### config.mk
export PLATFORM = sky130hd
export DESIGN_NAME = led_current_exposure_regulator
export DESIGN_NICKNAME = d
export VERILOG_FILES = /design/src/sv/lcer_pkg.sv /design/src/sv/lcer_adjust.sv /design/src/sv/led_current_exposure_regulator.sv
export SDC_FILE = /design/constraint.sdc
export NUM_CORES = 1
export LEC_CHECK = 0
export BUFFER_PORTS_ARGS = -buffer_cell sky130_fd_sc_hd__buf_4
export CAP_MARGIN = 10
export CORE_ASPECT_RATIO = 1.4
export CORE_MARGIN = 2
export CORE_UTILIZATION = 40
export DETAILED_ROUTE_END_ITERATION = 10
export PLACE_DENSITY = 0.62
export RECOVER_POWER = 25
export SYNTH_ARGS = -nofsm -noshare
export SYNTH_HDL_FRONTEND = slang
export SYNTH_SLANG_ARGS = --single-unit
### constraint.sdc
create_clock -name clk -period 3.6 [get_ports clk]
set_clock_uncertainty 0.1 [all_clocks]
set_input_delay 0.72 -clock clk [delete_from_list [all_inputs] [get_ports clk]]
set_output_delay 0.72 -clock clk [all_outputs]
set_load 0.01 [all_outputs]
### src/sv/lcer_pkg.sv
package lcer_pkg;

  localparam int CodeWidth  = 5;
  localparam int ExpoWidth  = 16;
  localparam int CountWidth = 8;
  localparam int CfgWidth   = 16;
  localparam int IndexWidth = 3;

  typedef enum logic [1:0] {
    MODE_IDLE  = 2'd0,
    MODE_RAISE = 2'd1,
    MODE_LOWER = 2'd2
  } mode_t;

  typedef enum logic [IndexWidth-1:0] {
    REG_SETTLE_COUNT = 3'd0,
    REG_START_RAISE  = 3'd1,
    REG_START_LOWER  = 3'd2,
    REG_KEEP_RAISE   = 3'd3,
    REG_KEEP_LOWER   = 3'd4,
    REG_CURRENT_MAX  = 3'd5,
    REG_CURRENT_MIN  = 3'd6,
    REG_CURRENT_STEP = 3'd7
  } reg_index_t;

  typedef struct packed {
    logic [CountWidth-1:0] settle_count;
    logic [ExpoWidth-1:0]  start_raise_bound;
    logic [ExpoWidth-1:0]  start_lower_bound;
    logic [ExpoWidth-1:0]  keep_raise_level;
    logic [ExpoWidth-1:0]  keep_lower_level;
    logic [CodeWidth-1:0]  current_max;
    logic [CodeWidth-1:0]  current_min;
    logic [CodeWidth-1:0]  current_step;
  } cfg_t;

  typedef struct packed {
    logic [CountWidth-1:0] frame_counter;
    mode_t                 mode;
    logic [CodeWidth-1:0]  drive_code;
  } reg_state_t;

  localparam cfg_t CfgReset = '{
    settle_count:      8'd4,
    start_raise_bound: 16'd40000,
    start_lower_bound: 16'd10000,
    keep_raise_level:  16'd30000,
    keep_lower_level:  16'd20000,
    current_max:       5'd31,
    current_min:       5'd1,
    current_step:      5'd2
  };

endpackage

### src/sv/lcer_adjust.sv
module lcer_adjust
  import lcer_pkg::*;
(
  input  cfg_t                 cfg,
  input  reg_state_t           cur,
  input  logic                 touched,
  input  logic [ExpoWidth-1:0] exposure,
  output reg_state_t           nxt,
  output logic                 changed
);

  logic [CodeWidth:0]   sum;
  logic [CodeWidth:0]   low_edge;
  logic [CodeWidth:0]   max_wide;
  logic [CodeWidth-1:0] lowered;
  logic                 near_floor;

  assign sum        = {1'b0, cur.drive_code} + {1'b0, cfg.current_step};
  assign low_edge   = {1'b0, cfg.current_min} + {1'b0, cfg.current_step};
  assign max_wide   = {1'b0, cfg.current_max};
  assign near_floor = {1'b0, cur.drive_code} <= low_edge;
  assign lowered    = near_floor ? cfg.current_min : (cur.drive_code - cfg.current_step);

  always_comb begin
    nxt     = cur;
    changed = 1'b0;
    if (touched) begin
      if (cur.frame_counter <= cfg.settle_count) begin
        nxt.frame_counter = cur.frame_counter + 1'b1;
      end else begin
        nxt.frame_counter = '0;
        case (cur.mode)
          MODE_RAISE: begin
            nxt.mode = MODE_IDLE;
            if (exposure > cfg.keep_raise_level) begin
              changed = 1'b1;
              if (sum >= max_wide) begin
                nxt.drive_code = cfg.current_max;
              end else begin
                nxt.mode       = MODE_RAISE;
                nxt.drive_code = sum[CodeWidth-1:0];
              end
            end
          end
          MODE_LOWER: begin
            nxt.mode = MODE_IDLE;
            if (exposure < cfg.keep_lower_level) begin
              changed        = 1'b1;
              nxt.drive_code = lowered;
              if (!near_floor) begin
                nxt.mode = MODE_LOWER;
              end
            end
          end
          default: begin
            // unused mode code behaves as idle
            nxt.mode = MODE_IDLE;
            if (exposure >= cfg.start_raise_bound && cur.drive_code < cfg.current_max) begin
              nxt.mode       = MODE_RAISE;
              nxt.drive_code = (sum > max_wide) ? cfg.current_max : sum[CodeWidth-1:0];
              changed        = 1'b1;
            end else if (exposure <= cfg.start_lower_bound &&
                         cur.drive_code > cfg.current_min) begin
              nxt.mode       = MODE_LOWER;
              nxt.drive_code = lowered;
              changed        = 1'b1;
            end
          end
        endcase
      end
    end
  end

endmodule

### src/sv/led_current_exposure_regulator.sv
// LED current exposure regulator.
// Input channel (in_valid/in_ready) carries one item per sensor frame: the
// touch flag and the exposure in lines. Output channel (out_valid/out_ready)
// returns one item per input item: the LED current code, a changed flag and
// the adjust mode (idle, raising, lowering).
// Configuration: pulse cfg_we with cfg_index and cfg_data; write only while
// no item is in flight. Registers narrower than cfg_data take its low bits.
// An accepted item sits in the input register, and its result is registered
// in the output register when the receiver is not stalling the output side.
// Throughput: one item per cycle while results are taken; the regulator state
// (frame counter, mode, drive code) is updated in the same cycle that forms the result.
// A stalled receiver holds the result register; the input register takes at
// most one more item, then in_ready drops until the result is taken.
// Reset: both pipeline registers empty, registers back to their defaults,
// frame counter and drive code zero, mode idle.
module led_current_exposure_regulator
  import lcer_pkg::*;
(
  input  logic                  clk,
  input  logic                  rst,
  input  logic                  in_valid,
  output logic                  in_ready,
  input  logic                  touched,
  input  logic [ExpoWidth-1:0]  exposure,
  output logic                  out_valid,
  input  logic                  out_ready,
  output logic [CodeWidth-1:0]  led_current,
  output logic                  current_changed,
  output logic [1:0]            adjust_mode,
  input  logic                  cfg_we,
  input  logic [IndexWidth-1:0] cfg_index,
  input  logic [CfgWidth-1:0]   cfg_data
);

  cfg_t                 cfg;
  reg_state_t           state;
  reg_state_t           state_next;
  logic                 changed_next;
  logic                 s1_valid;
  logic                 s1_touched;
  logic [ExpoWidth-1:0] s1_exposure;
  logic                 advance;

  assign advance  = !out_valid || out_ready;
  assign in_ready = advance || !s1_valid;

  always_ff @(posedge clk) begin
    if (rst) begin
      cfg <= CfgReset;
    end else if (cfg_we) begin
      case (reg_index_t'(cfg_index))
        REG_SETTLE_COUNT: cfg.settle_count      <= cfg_data[CountWidth-1:0];
        REG_START_RAISE:  cfg.start_raise_bound <= cfg_data[ExpoWidth-1:0];
        REG_START_LOWER:  cfg.start_lower_bound <= cfg_data[ExpoWidth-1:0];
        REG_KEEP_RAISE:   cfg.keep_raise_level  <= cfg_data[ExpoWidth-1:0];
        REG_KEEP_LOWER:   cfg.keep_lower_level  <= cfg_data[ExpoWidth-1:0];
        REG_CURRENT_MAX:  cfg.current_max       <= cfg_data[CodeWidth-1:0];
        REG_CURRENT_MIN:  cfg.current_min       <= cfg_data[CodeWidth-1:0];
        REG_CURRENT_STEP: cfg.current_step      <= cfg_data[CodeWidth-1:0];
        default: ;
      endcase
    end
  end

  // input register
  always_ff @(posedge clk) begin
    if (rst) begin
      s1_valid <= 1'b0;
    end else if (in_ready) begin
      s1_valid <= in_valid;
    end
    if (in_ready && in_valid) begin
      s1_touched  <= touched;
      s1_exposure <= exposure;
    end
  end

  lcer_adjust u_adjust (
    .cfg      (cfg),
    .cur      (state),
    .touched  (s1_touched),
    .exposure (s1_exposure),
    .nxt      (state_next),
    .changed  (changed_next)
  );

  // commit state and result together when the item moves on
  always_ff @(posedge clk) begin
    if (rst) begin
      state     <= '{frame_counter: '0, mode: MODE_IDLE, drive_code: '0};
      out_valid <= 1'b0;
    end else if (advance) begin
      out_valid <= s1_valid;
      if (s1_valid) begin
        state <= state_next;
      end
    end
    if (advance && s1_valid) begin
      led_current     <= state_next.drive_code;
      current_changed <= changed_next;
      adjust_mode     <= state_next.mode;
    end
  end

endmodule

==> qor.csv, run 1 <==
stage,metric,value,unit
drt,vias_per_cell,5.287,
pwr,finalPower,3705,uW
synth,synth_cell_types,68,
placement,gp_congestion,0.9307,
synth,syn_area_per_cell,8.410,um^2
cts,cts_root_buf,clkbuf_16,
drt,detail_route.wl_per_cell,16.91,um
layout,mostFrequentLayoutCells,"nand2_1, ha_1, dfxtp_1",
die,core,0.01929,mm^2
layout,fin_cells,1257,
min_path,holdCritPathClass,flop to flop,
cts,cts_tree,yes,
layout,area_growth,17.66,%
synth,synth-async-reset-ratio,0,
placement,pre_cts_ws,0.07923,ns
drt,routed_wl,21260,um
cts,cts_buffers,17,
placement,hpwl,15930,um
synth,synth_xor_area_frac,0.01669,
placement,placed_cells,1224,
drt,drtIter0Drc,394,
cts,htreeDepth,4,
worst_setup_path,worstPathArrival,3.49,ns
synth,synth_seq_cells,129,
drt,vias,6646,
global_routing,grt.overflow.total,0,
pwr,ir_drop,0.0002730,V
min_path,hold_start,cfg[85],
drt,final_antenna_net_count,0,
synth,yosys_most_used_dff,dfxtp_1,
sta,finalCriticalPeriod,3.428,ns
sta,relSlewSlack,0.2916,
cts,cts-hold-fix-buffers,0,
worst_setup_path,path_class,flop to flop,
worst_setup_path,startpoint,cfg[5],
layout,final_common_cell,nand2_1,
die,rows,60,
drt,drc,0,
sta,slew_violations,0,
die,dieWidth,122.6,um
die,num_io_pins,51,
worst_setup_path,setup.worst_path.start_class,flop,
cts,clock_sinks,129,
synth,synth_adder_area_share,0.1777,
min_path,hold_depth,2,
global_routing,grt_max_degree,49,
pwr,p_leak,0.004075,uW
synth,synth-edff-count,25,
sta,finalSetupViolCount,0,
synth,synth-warning-count,0,
global_routing,grt_pass1_wl,34110,um
global_routing,grtUsageTotal,0.2149,
worst_setup_path,timing.rr.start,cfg[5],
sta,tightest_slew,1.063,ns
placement,placed_cell_area,0.008606,mm^2
sta,fmax,0.2917,GHz
synth,synth_compound_area_frac,0.1823,
sta,hold_viol,0,
placement,port_buffers,50,
synth,syn-num-nets,1087,
worst_setup_path,rr_worst_depth,15,
layout,fin_area,0.009261,mm^2
worst_setup_path,worstPathMaxFanout,4,
synth,synth_area,0.007871,mm^2
cts,cts.path.max_buffers,2,
synth,syn_inst,936,
synth,yosys.area_share.simple,0.1793,
die,dieHeight,170.0,um
pwr,powerDensity,400.1,mW/mm^2
synth,synthMuxAreaShare,0.02003,
synth,seq_area_frac_synth,0.3599,
cts,clk_pin_slew_worst_paths,0.06,ns
synth,synth_top_family_by_area,compound AO/OA/AOI/OAI gates,
die,die-area,0.02083,mm^2
sta,post-route-period-util,0.9522,
worst_setup_path,crit_required,3.66,ns
global_routing,grt_pass1_vias,6448,
status,outcome,"complete, no violations",
run,max-cap-violations,0,
layout,drive_above_1_share,0.1338,
global_routing,antenna_found_initial,0,
layout,n_antenna_cell,0,
cts,clk_latency,0.43,ns
sta,layout_setup_ws,0.1721,ns
worst_setup_path,end_kind,flop,
layout,fillerInstances,1853,
drt,drt_pass1_iterations,8,
die,initial_utilization,0.4080,
layout,nets,1147,
[worst paths after layout]
path	slack, ns	endpoint
setup reg to reg	0.17	led_current[4]
setup / recovery	0.17	led_current[4]
hold reg to reg	0.35	cfg[85]
hold / removal	0.35	cfg[85]
[per-stage QoR]
| stage | hold WS (ns) | util | TNS (ns) |
|---|---|---|---|
| finish | 0.3541 | 0.4800 | 0 |
| global route | 0.3681 | 0.4800 | -0.002726 |
| CTS | 0.3515 | 0.4775 | 0 |
| detailed placement | 0.3469 | 0.4460 | 0 |
| global placement | 0.3424 | 0.4460 | 0 |
| floorplan | 0.3363 | - | 0 |
[cell type report]
cell class | count | area [um^2] | share of cell area
Clock buffer | 20 | 478.0 | 0.05161
Clock inverter | 12 | 128.9 | 0.01392
Inverter | 100 | 375.4 | 0.04053
Multi-Input combinational cell | 674 | 4593 | 0.4959
Sequential cell | 129 | 2835 | 0.3061
Tap cell | 248 | 310.3 | 0.03350
Timing Repair Buffer | 74 | 540.5 | 0.05836
[synth_stat cells, types with 2 or more instances]
library cell,count,share of area
mux2_2,2,0.0029
and2_1,5,0.0040
nand2_1,160,0.076
a311oi_1,2,0.0022
a211o_1,24,0.027
xnor2_1,6,0.0067
o21a_1,4,0.0038
a21o_1,12,0.011
o21bai_1,2,0.0019
a21oi_1,98,0.062
o22ai_1,5,0.0040
nor2_1,70,0.033
a31oi_1,2,0.0016
or2_2,2,0.0016
nand4_1,13,0.010
o31ai_1,4,0.0038
o211ai_1,8,0.0076
a211oi_1,6,0.0057
o221ai_1,2,0.0022
nand3b_1,10,0.0095
and4_1,2,0.0022
dfxtp_1,104,0.26
a221oi_1,2,0.0022
nor3_1,8,0.0051
a32oi_1,3,0.0033
and3_1,8,0.0064
mux2i_1,12,0.015
nand2b_1,9,0.0072
inv_1,100,0.048
o41ai_2,3,0.0062
fa_1,3,0.0076
edfxtp_1,25,0.095
nand3_1,13,0.0083
clkbuf_1,30,0.014
xor2_1,9,0.010
ha_1,107,0.17
o21ai_0,22,0.014
a21oi_2,2,0.0022
nor2b_1,8,0.0064
[kinds of logic after synthesis]
| group | Yosys count |
|---|---|
| XOR/XNOR | 15 |
| AND/OR/NAND/NOR | 317 |
| multiplexers | 15 |
| AO/OA/AOI/OAI | 217 |
| adder cells (fa/ha/maj) | 110 |
| buffers and inverters | 133 |
| flip-flops | 129 |
[what timing repair did]
item / 4_1_cts / 5_1_grt
setup endpoints to repair: 0 / 11
resized for setup: 0 / 14
buffers inserted: 0 / 1
[worst max-delay path: stages (launching register included)]
cell and delay, ns:
dfxtp_1 0.34, ha_1 0.22, fa_2 0.36, a21o_1 0.19, a21oi_2 0.17, xor2_1 0.09
ha_1 0.33, nand2_1 0.08, a21oi_2 0.15, o211ai_4 0.14, buf_4 0.18, nor2_1 0.14
a21oi_2 0.06, a222oi_1 0.34, a22o_1 0.22, o31ai_1 0.08
[flip-flops by register name, summed over array words and instances (netlist names)]
signal,count
s1_exposure,16
out_valid,1
s1_touched,1
cfg,87
led_current,5
s1_valid,1
state,15
current_changed,1
adjust_mode,2
[where the power goes]
group          internal [uW]  switching [uW]
Sequential              1520            33.2
Combinational            154             232
Clock                   1100             673
[routing by layer]
| layer | routed length (um) | up-vias | global-route usage | share of wire |
|---|---|---|---|---|
| met5 | 0 | - | 0 | 0 |
| met4 | 425 | 0 | 0.07296 | 0.020 |
| met3 | 682 | 31 | 0.03686 | 0.032 |
| met2 | 11230 | 123 | 0.3896 | 0.53 |
| met1 | 8919 | 3127 | 0.2520 | 0.42 |
| li1 | - | 3365 | - | - |
(Power assumes the default switching activity.)
==> run 2, diff against run 1 <==
- CELL_PAD_IN_SITES_DETAIL_PLACEMENT: default -> 0
- CELL_PAD_IN_SITES_GLOBAL_PLACEMENT: default -> 1
- CTS_BUF_LIST: default -> sky130_fd_sc_hd__clkbuf_2
- PLACE_DENSITY: 0.62 -> 0.76
==> qor.csv, run 2 (synthesized netlist as in run 1, its figures left out) <==
stage,metric,value,unit
status,outcome,"complete, no violations",
global_routing,grt_pass1_wl,34060,um
layout,largest-register,cfg,
placement,port_buffers,50,
worst_setup_path,rrSetupSlack,0.16,ns
global_routing,grt_max_degree,76,
pwr,ir_drop,0.0001705,V
pwr,finalPower,2903,uW
sta,finalSetupViolCount,0,
drt,final_antenna_net_count,0,
worst_setup_path,path_class,flop to flop,
cts,cts_buffers,17,
cts,cts.path.max_buffers,2,
worst_setup_path,crit_chain,ha_1 > fa_1 > a21o_1 > a21oi_2 > xor2_1 > ha_1 > a21o_1 > o211ai_4 > mux2i_1 > o22ai_1 > o22ai_1 > o31ai_1,
drt,vias,6567,
min_path,holdCritPathClass,input pin to flop,
sta,post-route-period-util,0.9568,
layout,largest_reg_flops,87,
pwr,p_leak,0.003961,uW
cts,htreeDepth,4,
worst_setup_path,end_kind,flop,
layout,mostFrequentLayoutCells,"nand2_1, ha_1, inv_1",
layout,area_growth,14.27,%
sta,relSlewSlack,0.3839,
sta,slew_violations,0,
die,num_io_pins,51,
worst_setup_path,setup.worst_path.start_class,flop,
worst_setup_path,timing.rr.start,cfg[0],
worst_setup_path,crit_required,3.97,ns
sta,whs,0.08670,ns
placement,pre_cts_ws,0.07391,ns
min_path,hold_start,in_valid,
layout,final_common_cell,nand2_1,
global_routing,antenna_found_initial,1,
sta,rsz0062_at_grt,true,
layout,final_util,0.4662,
global_routing,grt_pass1_vias,6448,
cts,clock_sinks,129,
run,max-cap-violations,0,
global_routing,grt.overflow.total,0,
cts,clk_latency,0.73,ns
cts,cts_root_buf,clkbuf_2,
drt,routed_wl,21320,um
pwr,powerDensity,322.7,mW/mm^2
sta,layout_setup_ws,0.1556,ns
sta,hold_viol,0,
worst_setup_path,startpoint,cfg[0],
sta,finalCriticalPeriod,3.444,ns
cts,cts_tree,yes,
layout,fin_cells,1264,
layout,drive_above_1_share,0.1320,
placement,gp_congestion,0.9405,
drt,drt_pass1_iterations,5,
die,core,0.01929,mm^2
drt,drtIter0Drc,381,
global_routing,grtUsageTotal,0.2144,
worst_setup_path,worstPathArrival,3.82,ns
cts,clk_pin_slew_worst_paths,0.22,ns
sta,tightest_slew,0.9241,ns
worst_setup_path,slowest_stage,fa_1,
drt,drc,0,
sta,fmax,0.2903,GHz
layout,nets,1153,
die,die-area,0.02083,mm^2
worst_setup_path,critical_path.max_stage_delay,0.41,ns
placement,hpwl,15930,um
placement,placed_cells,1223,
drt,vias_per_cell,5.195,
layout,top_regs,"cfg (87), s1_exposure (16), state (15)",
die,dieHeight,170.0,um
die,dieWidth,122.6,um
die,initial_utilization,0.4080,
die,rows,60,
drt,detail_route.wl_per_cell,16.86,um
worst_setup_path,worstPathMaxFanout,7,
==> run 2: cell types whose count changed in the layout (fill, tap and decap cells not counted), sizes merged <==
| cell | delta |
|---|---|
| dlygate4sd3 | +6 |
| diode | +1 |
| clkbuf | -5 |
| buf | +2 |
| clkinv | +2 |
| clkinvlp | +2 |
| inv | -2 |
| bufinv | +1 |
==> run 2: stage by stage <==
stage | area [um^2] | setup TNS [ns]
floorplan | 7871 | 0
global placement | 8611 | 0
detailed placement | 8611 | 0
CTS | 8876 | 0
global route | 8995 | -0.02256
finish | 8995 | 0
==> run 2: path summary, 6_finish.rpt <==
| check | end | cells after the start |
|---|---|---|
| worst min-delay path | s1_valid | 3 |
| worst max-delay path | led_current[3] | 12 |
| worst min register to register | cfg[27] | 2 |
| worst max register to register | led_current[3] | 12 |
==> run 2: metal layers <==
layer / wire length [um] / GRT usage / vias up
li1: - / - / 3384
met1: 9206 / 0.2530 / 3031
met2: 10880 / 0.3882 / 114
met3: 590 / 0.03318 / 38
met4: 637 / 0.07496 / 0
met5: 0 / 0 / -
==> run 2: critical path: cells and delay by family (launching register included) <==
kind	cells	cell delay (ns)
xor gates and xnor gates	1	0.16
DFF	1	0.37
AOI/OAI and AO/OA	7	1.32
adders and majority gates	3	0.89
muxes	1	0.33
==> run 2: timing repair <==
item,in CTS,in global routing
pin swaps,0,4
gates cloned,0,1
endpoints found under the setup margin,1,10
gates resized for setup,1,19
hold endpoints to repair,1,5
buffers inserted,0,1
hold buffers,1,5
==> run 2: power by group <==
group / switching [uW] / internal (uW)
Clock: 579 / 380
Sequential: 32.7 / 1520
Combinational: 234 / 159
Total: 846 / 2060
==> run 2: area by class of cell <==
type | instances | area, um^2
Antenna cell | 1 | 2.502
Clock buffer | 17 | 85.08
Clock inverter | 15 | 168.9
Fill cell | 1940 | 10300
Inverter | 100 | 375.4
Multi-Input combinational cell | 674 | 4593
Sequential cell | 129 | 2841
Tap cell | 248 | 310.3
Timing Repair Buffer | 80 | 618.1
==> run 3, diff against run 2 <==
--- a/config.mk
+++ b/config.mk
@@ -6,4 +6,5 @@
 export NUM_CORES = 1
 export LEC_CHECK = 0
+export ABC_AREA = 1
 export BUFFER_PORTS_ARGS = -buffer_cell sky130_fd_sc_hd__buf_4
 export CAP_MARGIN = 10
@@ -15,5 +16,5 @@
 export CTS_BUF_LIST = sky130_fd_sc_hd__clkbuf_2
 export DETAILED_ROUTE_END_ITERATION = 10
-export PLACE_DENSITY = 0.76
+export PLACE_DENSITY = 0.77
 export RECOVER_POWER = 25
 export SYNTH_ARGS = -nofsm -noshare
==> constraint.sdc (replaced) <==
create_clock -name clk -period 3.6 [get_ports clk]
set_clock_uncertainty 0.1 [all_clocks]
set_input_delay 0.18 -clock clk [delete_from_list [all_inputs] [get_ports clk]]
set_output_delay 0.18 -clock clk [all_outputs]
set_load 0.01 [all_outputs]
==> qor.csv, run 3 <==
stage,metric,value,unit
layout,drive_above_1_share,0.1023,
layout,largest-register,cfg,
sta,finalSetupViolCount,0,
global_routing,grtUsageMet2,0.4011,
sta,setup_tns,0,ns
sta,post-route-period-util,0.9197,
placement,placed_cells,1339,
synth,ys_top_cells_by_area,"dfxtp_1, ha_1, nand2_1",
worst_setup_path,critical-path-top-delay-family,simple AND/OR/NAND/NOR gates,
min_path,hold_start,exposure[5],
synth,synth-edff-count,25,
run,max-cap-violations,0,
die,num_io_pins,51,
status,outcome,"complete, no violations",
synth,synth_seq_cells,129,
die,die-area,0.02132,mm^2
worst_setup_path,end_kind,flop,
cts,cts_root_buf,clkbuf_2,
synth,synth-async-reset-ratio,0,
die,core,0.01984,mm^2
cts,clk_pin_slew_worst_paths,0.21,ns
worst_setup_path,startpoint,state[0],
layout,largest_reg_flops,87,
die,initial_utilization,0.4062,
synth,synth-warning-count,0,
global_routing,grt_use_met1,0.2378,
placement,port_buffers,50,
placement,hpwl,15960,um
worst_setup_path,timing.rr.end,led_current[0],
worst_setup_path,timing.rr.start,state[0],
cts,cts_tree,yes,
layout,mostFrequentLayoutCells,"nand2_1, inv_1, ha_1",
worst_setup_path,slowest_stage,dfxtp_2,
global_routing,grt_util_met3,0.03364,
sta,relSlewSlack,0.07892,
die,dieHeight,172.0,um
global_routing,grtUsageTotal,0.2157,
synth,synth_area_leader_cell,dfxtp_1,
synth,synth_top_area_share,0.2583,
synth,yosys_most_used_dff,dfxtp_1,
min_path,holdCritPathClass,input pin to flop,
worst_setup_path,crit_required,3.96,ns
global_routing,gr-max-usage-layer,met2,
layout,fillerInstances,2025,
drt,routed_wl,21750,um
synth,syn-num-nets,1202,
layout,area_growth,20.19,%
worst_setup_path,crit_chain,ha_1 > inv_1 > fa_2 > o21ai_1 > nand2_1 > nand2_1 > xor2_2 > inv_1 > ha_1 > nand2_1 > nor2_1 > nand2_1 > nand3_2 > a21oi_4 > nand2_1 > o21ai_0 > nor2_1 > nor2_1 > nand3_1 > nand3_1 > o21ai_1,
global_routing,grt_pass1_vias,6845,
synth,yosysMostFrequentCell,nand2_1,
die,dieWidth,124.0,um
global_routing,grt_max_degree,71,
worst_setup_path,path_class,flop to flop,
worst_setup_path,critical_path.max_stage_delay,0.40,ns
global_routing,grt.overflow.total,0,
sta,rsz0062_at_grt,false,
cts,clock_sinks,129,
cts,htreeDepth,4,
synth,syn_inst,1051,
worst_setup_path,rr_worst_depth,21,
cts,cts.path.max_buffers,2,
global_routing,antenna_found_initial,1,
worst_setup_path,path_buf_inv,2,
drt,vias_per_cell,4.918,
worst_setup_path,worstSetupEndpoint,led_current[0],
cts,clk_latency,0.71,ns
placement,gp_congestion,0.9060,
pwr,p_leak,0.004487,uW
sta,tightest_slew,1.382,ns
worst_setup_path,cp_num_cells,21,
die,rows,61,
layout,nets,1330,
sta,fmax,0.3020,GHz
drt,drtIter0Drc,336,
layout,fin_cells,1445,
cts,cts_setup_buffers,0,
synth,seq_area_frac_synth,0.3514,
worst_setup_path,setup.worst_path.start_class,flop,
sta,slew_violations,0,
worst_setup_path,worstPathArrival,3.67,ns
synth,synth_cell_types,45,
synth,ys_top_cells_by_count,"nand2_1, inv_1, ha_1",
worst_setup_path,worstPathMaxFanout,6,
sta,hold_viol,0,
layout,final_common_cell,nand2_1,
drt,vias,7106,
sta,finalCriticalPeriod,3.311,ns
pwr,powerDensity,312.3,mW/mm^2
global_routing,grt_pass1_wl,34770,um
drt,drt_pass1_iterations,4,
drt,drc,0,
worst_setup_path,rrSetupSlack,0.29,ns
pwr,ir_drop,0.0002814,V
cts,cts_buffers,17,
synth,syn_area_per_cell,7.670,um^2
drt,detail_route.wl_per_cell,15.05,um
synth,synth_area,0.008061,mm^2
worst_setup_path,cpMostUsedCell,nand2_1,
layout,top_regs,"cfg (87), s1_exposure (16), state (15)",
drt,final_antenna_net_count,0,
-- run 3: cell count changes after synthesis, sizes merged, moves of 10 or more --
cell	previous run	this run
a211o	24	0
a21o	13	3
inv	100	167
mux2i	12	0
nand2	161	219
nand3	13	64
o211ai	10	31
o21ai	22	74
-- run 3: cell families after synthesis --
logic type                 share of synthesized area
and+or+nand+nor                               0.2151
AOI/OAI and AO/OA                             0.1523
adders and majority gates                     0.1735
DFF                                           0.3514
xor gates and xnor gates                     0.01412
buffers and inverters                        0.09359
-- run 3: worst min-delay path by stage --
stage	end	slack, ns	cells after the start
after floorplan	s1_valid	0.15	1
after global placement	s1_touched	0.26	1
after detailed placement	s1_exposure[15]	0.26	1
after CTS	s1_exposure[2]	0.003	2
after global routing	s1_exposure[14]	0.03	2
final	s1_exposure[5]	0.10	2
-- run 3: stage by stage --
step                area [um^2]  total power, uW  setup WS (ns)  hold slack (ns)    util
global placement           8727             2021         0.1735           0.2585  0.4398
CTS                        9682             3061        0.08059         0.002839  0.4879
finish                     9689             3026         0.2890           0.1035  0.4883
global route               9689             3190       0.005336          0.02516  0.4883
detailed placement         8727             2026        0.09734           0.2593  0.4398
floorplan                  8061             1865         0.4608           0.1491       -
-- run 3: cell type report --
| type | instances | area (um^2) | share of cell area |
|---|---|---|---|
| clock inverters | 13 | 158.9 | 0.01640 |
| clock buffers | 19 | 95.09 | 0.009814 |
| well taps | 252 | 315.3 | 0.03254 |
| repair buffers | 135 | 1160 | 0.1197 |
| flip-flops and latches | 129 | 2836 | 0.2927 |
| diodes | 1 | 2.502 | 0.0002583 |
| inverters | 169 | 639.4 | 0.06599 |
| multi-input cells | 727 | 4482 | 0.4626 |
-- run 3: power breakdown --
group	leakage, uW	internal, uW	switching [uW]
registers	0.00109	1530	31.3
logic	0.00324	201	284
clock network	0.000156	397	585
-- run 3: repair_timing --
action                                  in CTS  in global routing
endpoints found under the hold margin      128                  3
gates resized for setup                      0                  6
endpoints found under the setup margin       0                  5
hold buffers                                70                  3
-- run 3: metal layers --
metal / up-vias / share of wire
met2: 103 / 0.53
met3: 43 / 0.024
met5: - / 0
met1: 3215 / 0.41
met4: 0 / 0.038
li1: 3745 / -
